**src/design/qco_wmul.sv**
```systemverilog
// wide unsigned multiplier split into half-width partial products over two stages
`timescale 1ns / 1ps
`default_nettype none

module qco_wmul #(
    parameter int W = 34
) (
    input  wire logic             i_clk,
    input  wire logic             i_en_a,
    input  wire logic             i_en_b,
    input  wire logic [W-1:0]     i_a,
    input  wire logic [W-1:0]     i_b,
    output      logic [2*W-1:0]   o_p
);

    localparam int H  = (W + 1) / 2;
    localparam int L  = W - H;
    localparam int P2 = 2 * W;

    logic [2*H-1:0] r_ll;
    logic [H+L-1:0] r_lh;
    logic [H+L-1:0] r_hl;
    logic [2*L-1:0] r_hh;
    logic [P2-1:0]  r_p;
    logic [P2-1:0]  n_p;

    // partial products
    always_ff @(posedge i_clk) begin
        if (i_en_a) begin
            r_ll <= i_a[H-1:0] * i_b[H-1:0];
            r_lh <= i_a[H-1:0] * i_b[W-1:H];
            r_hl <= i_a[W-1:H] * i_b[H-1:0];
            r_hh <= i_a[W-1:H] * i_b[W-1:H];
        end
    end

    always_comb begin
        n_p = (P2'(r_hh) << (2 * H))
            + ((P2'(r_lh) + P2'(r_hl)) << H)
            + P2'(r_ll);
    end

    always_ff @(posedge i_clk) begin
        if (i_en_b) begin
            r_p <= n_p;
        end
    end

    assign o_p = r_p;

endmodule

`default_nettype wire

```
**config.mk**
```make
export PLATFORM = sky130hd
export DESIGN_NAME = qco_wmul
export DESIGN_NICKNAME = d
export VERILOG_FILES = /design/src/design/qco_wmul.sv
export SDC_FILE = /design/constraint.sdc
export NUM_CORES = 2
export LEC_CHECK = 0
export ABC_AREA = 1
export BUFFER_PORTS_ARGS = -buffer_cell sky130_fd_sc_hd__buf_2
export CAP_MARGIN = 15
export CORE_ASPECT_RATIO = 1.75
export CORE_MARGIN = 10
export CORE_UTILIZATION = 55
export CTS_CLUSTER_DIAMETER = 80
export CTS_CLUSTER_SIZE = 8
export DETAILED_ROUTE_END_ITERATION = 6
export MAX_ROUTING_LAYER = met4
export PLACE_DENSITY = 0.76
export SLEW_MARGIN = 20
export SYNTH_ARGS = -nofsm -noshare
export SYNTH_HDL_FRONTEND = slang
export SYNTH_SLANG_ARGS = --single-unit
```
**constraint.sdc**
```tcl
create_clock -name i_clk -period 11.6 [get_ports i_clk]
set_clock_uncertainty 0.15 [all_clocks]
set_input_delay 1.16 -clock i_clk [delete_from_list [all_inputs] [get_ports i_clk]]
set_output_delay 1.16 -clock i_clk [all_outputs]
set_load 0.01 [all_outputs]
```
[Word-level counts from Yosys, hierarchy flattened]
Index checks and enable logic that the tools add are counted.
Widths: inputs -> output; s select.
Word-level totals
  output and inout bits: 68
  word-level logic and storage cells: 12
  register bits after elaboration: 204
Cells by class
  add/sub/neg operators: 3
  multipliers: 4
Operators by type and width (number)
  $mul 17x17->34: 4
  $add 68x34->68: 1
  $add 68x52->68: 1
  $add 34x34->35: 1

[Logic depth before layout (Yosys ltp)]
  word-level depth: 3
  mapped depth: 29

[Least setup slack after synthesis]
No wires, ideal clock.
  kind: input -> register
  from: input i_b[25]
  to: register r_hh[30] (data pin)
  slack: 5216 ps
  stages: 22
  buffers on the path: 2
  required time: 11198 ps
  arrival time: 5981 ps
  cells stage by stage: clkbuf_1 > clkbuf_1 > nand2_1 > fa_1 > inv_1 > fa_1 > inv_1 > fa_1 > inv_1 > fa_1 > fa_1 > inv_1 > fa_1 > inv_1 > ha_1 > a21o_1 > a21boi_0 > o21bai_1 > nand2_1 > nand3b_1 > nand2_1 > nand2_1
On the way
  cells in the longest elaborated chain, start to end: 1
RTL lines
  start, declared: RTL line 12  | input wire logic [W-1:0] i_b,
  $mul 17x17->34: RTL line 33  | r_hh <= i_a[W-1:H] * i_b[W-1:H];
  end signal, assigned: RTL line 33
  end, declared: RTL line 23  | logic [2*L-1:0] r_hh;
Every way passes these cells.
A chain may end at the register's enable or synchronous reset.

[Worst setup path after layout]
  from: input i_a[24]
  to: register r_hl[30] (data pin)
On the way
  cells in the longest elaborated chain, start to end: 1
RTL lines
  start, declared: RTL line 11  | input wire logic [W-1:0] i_a,
  $mul 17x17->34: RTL line 32  | r_hl <= i_a[W-1:H] * i_b[H-1:0];
  end signal, assigned: RTL line 32
  end, declared: RTL line 22  | logic [H+L-1:0] r_hl;
Every way passes these cells.

==> summary.md <==
| Metric | Value |
|---|---|
| Status | `finished, violations left` |
| Failing checks | `DRC` |
| Mux share of post-synthesis cell area | `0%` |
| R2r startpoint | `r_hl[19]` |
| Synth-to-Final Area Change | `4.24%` |
| Worst Hold Class | `reg2reg` |
| Minimum clock period | `6820 ps` |
| Max Root-Sink Buffers | `3` |
| Drt total wl | `155,000 um` |
| RSZ-0062 raised after global routing | `false` |
| Final period util | `58.8%` |
| H-tree levels | `1` |
| Highest Clock Rate | `0.147 GHz` |
| Worst-path clk slew | `60 ps` |
| Hold Path Origin | `r_ll[9]` |
| Avg WL per Cell | `19.3 um` |
| Worst R2R Setup Slack | `6960 ps` |
| Startpoint Class | `input port` |
| Post-DRT Antenna Nets | `0` |
| Post-synthesis simple-gate area fraction | `20.2%` |
| Number of global-route vias before repair | `47,300` |
| Drt first pass iters | `7` |
| Dpl hpwl | `123,000 um` |
| Drt drc | `1` |
| R2R Path End | `o_p[57]` |
| Layout cells sized above 1 | `3.77%` |
| Ports | `139` |
| Hold depth | `0` |
| Syn Area/Cell | `7.57 um2` |
| Final Core Density | `57.7%` |
| YS warnings | `0` |
| Final GP Congestion | `1.04` |
| Largest net degree at the start of global routing | `85` |
| CTS buffer count | `31` |
| CTS root buf | `clkbuf_16` |
| Worst Setup Slack, final | `4780 ps` |
| CTS Sinks | `204` |
| First-pass GRT wire length | `245,000 um` |
| Synth top cells by count | `nand2_1, inv_1, fa_1, ha_1, nor2_1` |
| Core Area | `0.0941 mm2` |
| Post-Synth Adder-Cell Area | `46.5%` |
| Cts hold-fix bufs | `0` |
| Vias per inst | `5.42` |
| First DRT Iteration DRCs | `2,616` |
| Max_slew headroom | `24.1%` |
| Worst min-delay path endpoint | `o_p[9]` |
| CP arrival | `6980 ps` |
| Sequential Area | `0.00613 mm2` |
| Largest family of logic cells by synthesized area | `adder cells` |
| Gr ovfl total | `0` |
| Count leader, synth | `nand2_1` |
| Layout Nets | `8,275` |
| Complex-gate fraction of the synthesized area | `3.75%` |
| Fill count | `8,575` |
| Post-synth top area share | `34.5%` |
| Initial Utilization | `55.3%` |
| Synth area leaders | `fa_1, nand2_1, inv_1` |
| Final setup viols | `0` |
| CP required | `11,760 ps` |
| Kind of critical path | `in2reg` |
| EDFF count, synth | `204` |
| Final hold violation count | `0` |
| Type of destination of the critical path | `register` |
| Async S/R FF share, synth | `0%` |
| Post-CTS setup buffer count | `0` |
| Post-synthesis cell type count | `41` |
| All-layer global routing usage | `30.3%` |
| Via count | `43,500` |
| CTS resizes | `0` |
| Cell Rows | `149` |
| Full die area | `0.108 mm2` |
| Register area share after synthesis | `11.8%` |
| Maxcap violations | `0` |
| Port bufs | `138` |
| Setup Total Neg Slack | `0 ps` |
| CTS tree | `yes` |
| Synth Area in XOR/XNOR | `2.17%` |
| Syn Nets | `8,353` |
| Multi-input gate area | `0.0378 mm2` |
| Post-Layout Inst Area | `0.0543 mm2` |
| Post-DP Area | `0.0535 mm2` |
| Worst slack, placed | `4280 ps` |
| Max FO, Critical Path | `34` |
| Die W | `253 um` |
| Worst r2r path cells | `17` |
| Post-synth top area cell | `fa_1` |
| Commonest register cell after synthesis | `edfxtp_1` |
| Max-slew violations | `0` |
| Die Y | `427 um` |
| Mapped cell area | `0.0521 mm2` |
| Yosys reg bits | `204` |
| Slew @ Worst Pin | `1140 ps` |
| Antenna violations before repair | `11` |
| Mapped Cells | `6,883` |
| Later-pin clock latency in the skew report | `600 ps` |
## worst max path at each step
| stage | endpoint | slack (ps) | start | depth (start not counted) |
|---|---|---|---|---|
| finish | r_hl[30] | 4780 | i_a[24] | 21 |
| global route | r_hh[26] | 4550 | i_a[24] | 21 |
| CTS | r_hl[30] | 4880 | i_a[24] | 21 |
| detailed placement | r_hl[30] | 4280 | i_a[24] | 21 |
| global placement | r_hl[30] | 4290 | i_a[24] | 21 |
| floorplan | r_hh[30] | 5220 | i_b[25] | 22 |
## state kept, by name, summed over array words and instances (netlist names)
register  flops
r_ll         34
o_p          68
r_hl         34
r_lh         34
r_hh         34
## cell type report
| type | instances | share of cell area, % |
|---|---|---|
| Antenna cell | 12 | 0.0553 |
| Clock buffer | 32 | 1.44 |
| Clock inverter | 5 | 0.0691 |
| Inverter | 1896 | 13.1 |
| Multi-Input combinational cell | 4511 | 69.7 |
| Sequential cell | 204 | 11.3 |
| Tap cell | 1208 | 2.78 |
| Timing Repair Buffer | 161 | 1.60 |
## worst max-delay path, cell delays in order
cell	delay (ps)
buf_2	840
nand2_1	180
fa_1	580
inv_1	50
fa_1	490
inv_1	60
fa_1	530
inv_1	50
fa_1	450
fa_1	490
inv_1	50
fa_1	480
inv_1	40
ha_1	370
nand2_1	150
nor2_1	200
inv_1	90
nor3_1	260
nand3b_1	170
nand3_1	100
nand2_1	140
## cell families after synthesis
logic type,Yosys count
compound gates,355
xor+xnor,129
fa+ha+maj,1399
buf+inv,2168
flops,204
simple gates,2628
## through the flow
stage	hold WS [ps]	instances
after floorplan	250	6883
after global placement	251	7980
after CTS	264	8017
final	260	8029
after global routing	266	8027
after detailed placement	255	7980
## cell usage in the layout, fill, tap and decap left out, drive strengths merged
| cell | count |
|---|---|
| nor3b | 1 |
| o21a | 11 |
| clkinv | 3 |
| and2 | 6 |
| fa | 898 |
| nand4 | 39 |
| inv | 1897 |
| nand2b | 1 |
| nand3 | 147 |
| o21bai | 18 |
| diode | 12 |
| nand3b | 18 |
| nand2 | 2051 |
| a21oi | 197 |
| a21o | 20 |
| xnor2 | 23 |
| or2 | 4 |
| nor2 | 313 |
| nor3 | 44 |
| o21ai | 100 |
| buf | 161 |
| xor2 | 106 |
| edfxtp | 204 |
| ha | 501 |
| o211ai | 7 |
| nor4 | 3 |
| a21boi | 2 |
| and3 | 1 |
| clkinvlp | 1 |
| clkbuf | 32 |
## layer usage
metal | vias to the layer above | part of all wire, % | track usage (%) | wire, um
met5 | - | 0 | - | 0
met4 | 0 | 8.9 | 22.6 | 13800
met3 | 689 | 7.1 | 4.88 | 11000
met2 | 1871 | 51 | 54.1 | 79600
met1 | 21100 | 33 | 28.9 | 50500
li1 | 19800 | - | - | -
Power is not shown: default switching activity piles up to over one toggle a cycle in this logic, so the estimate is an artifact.
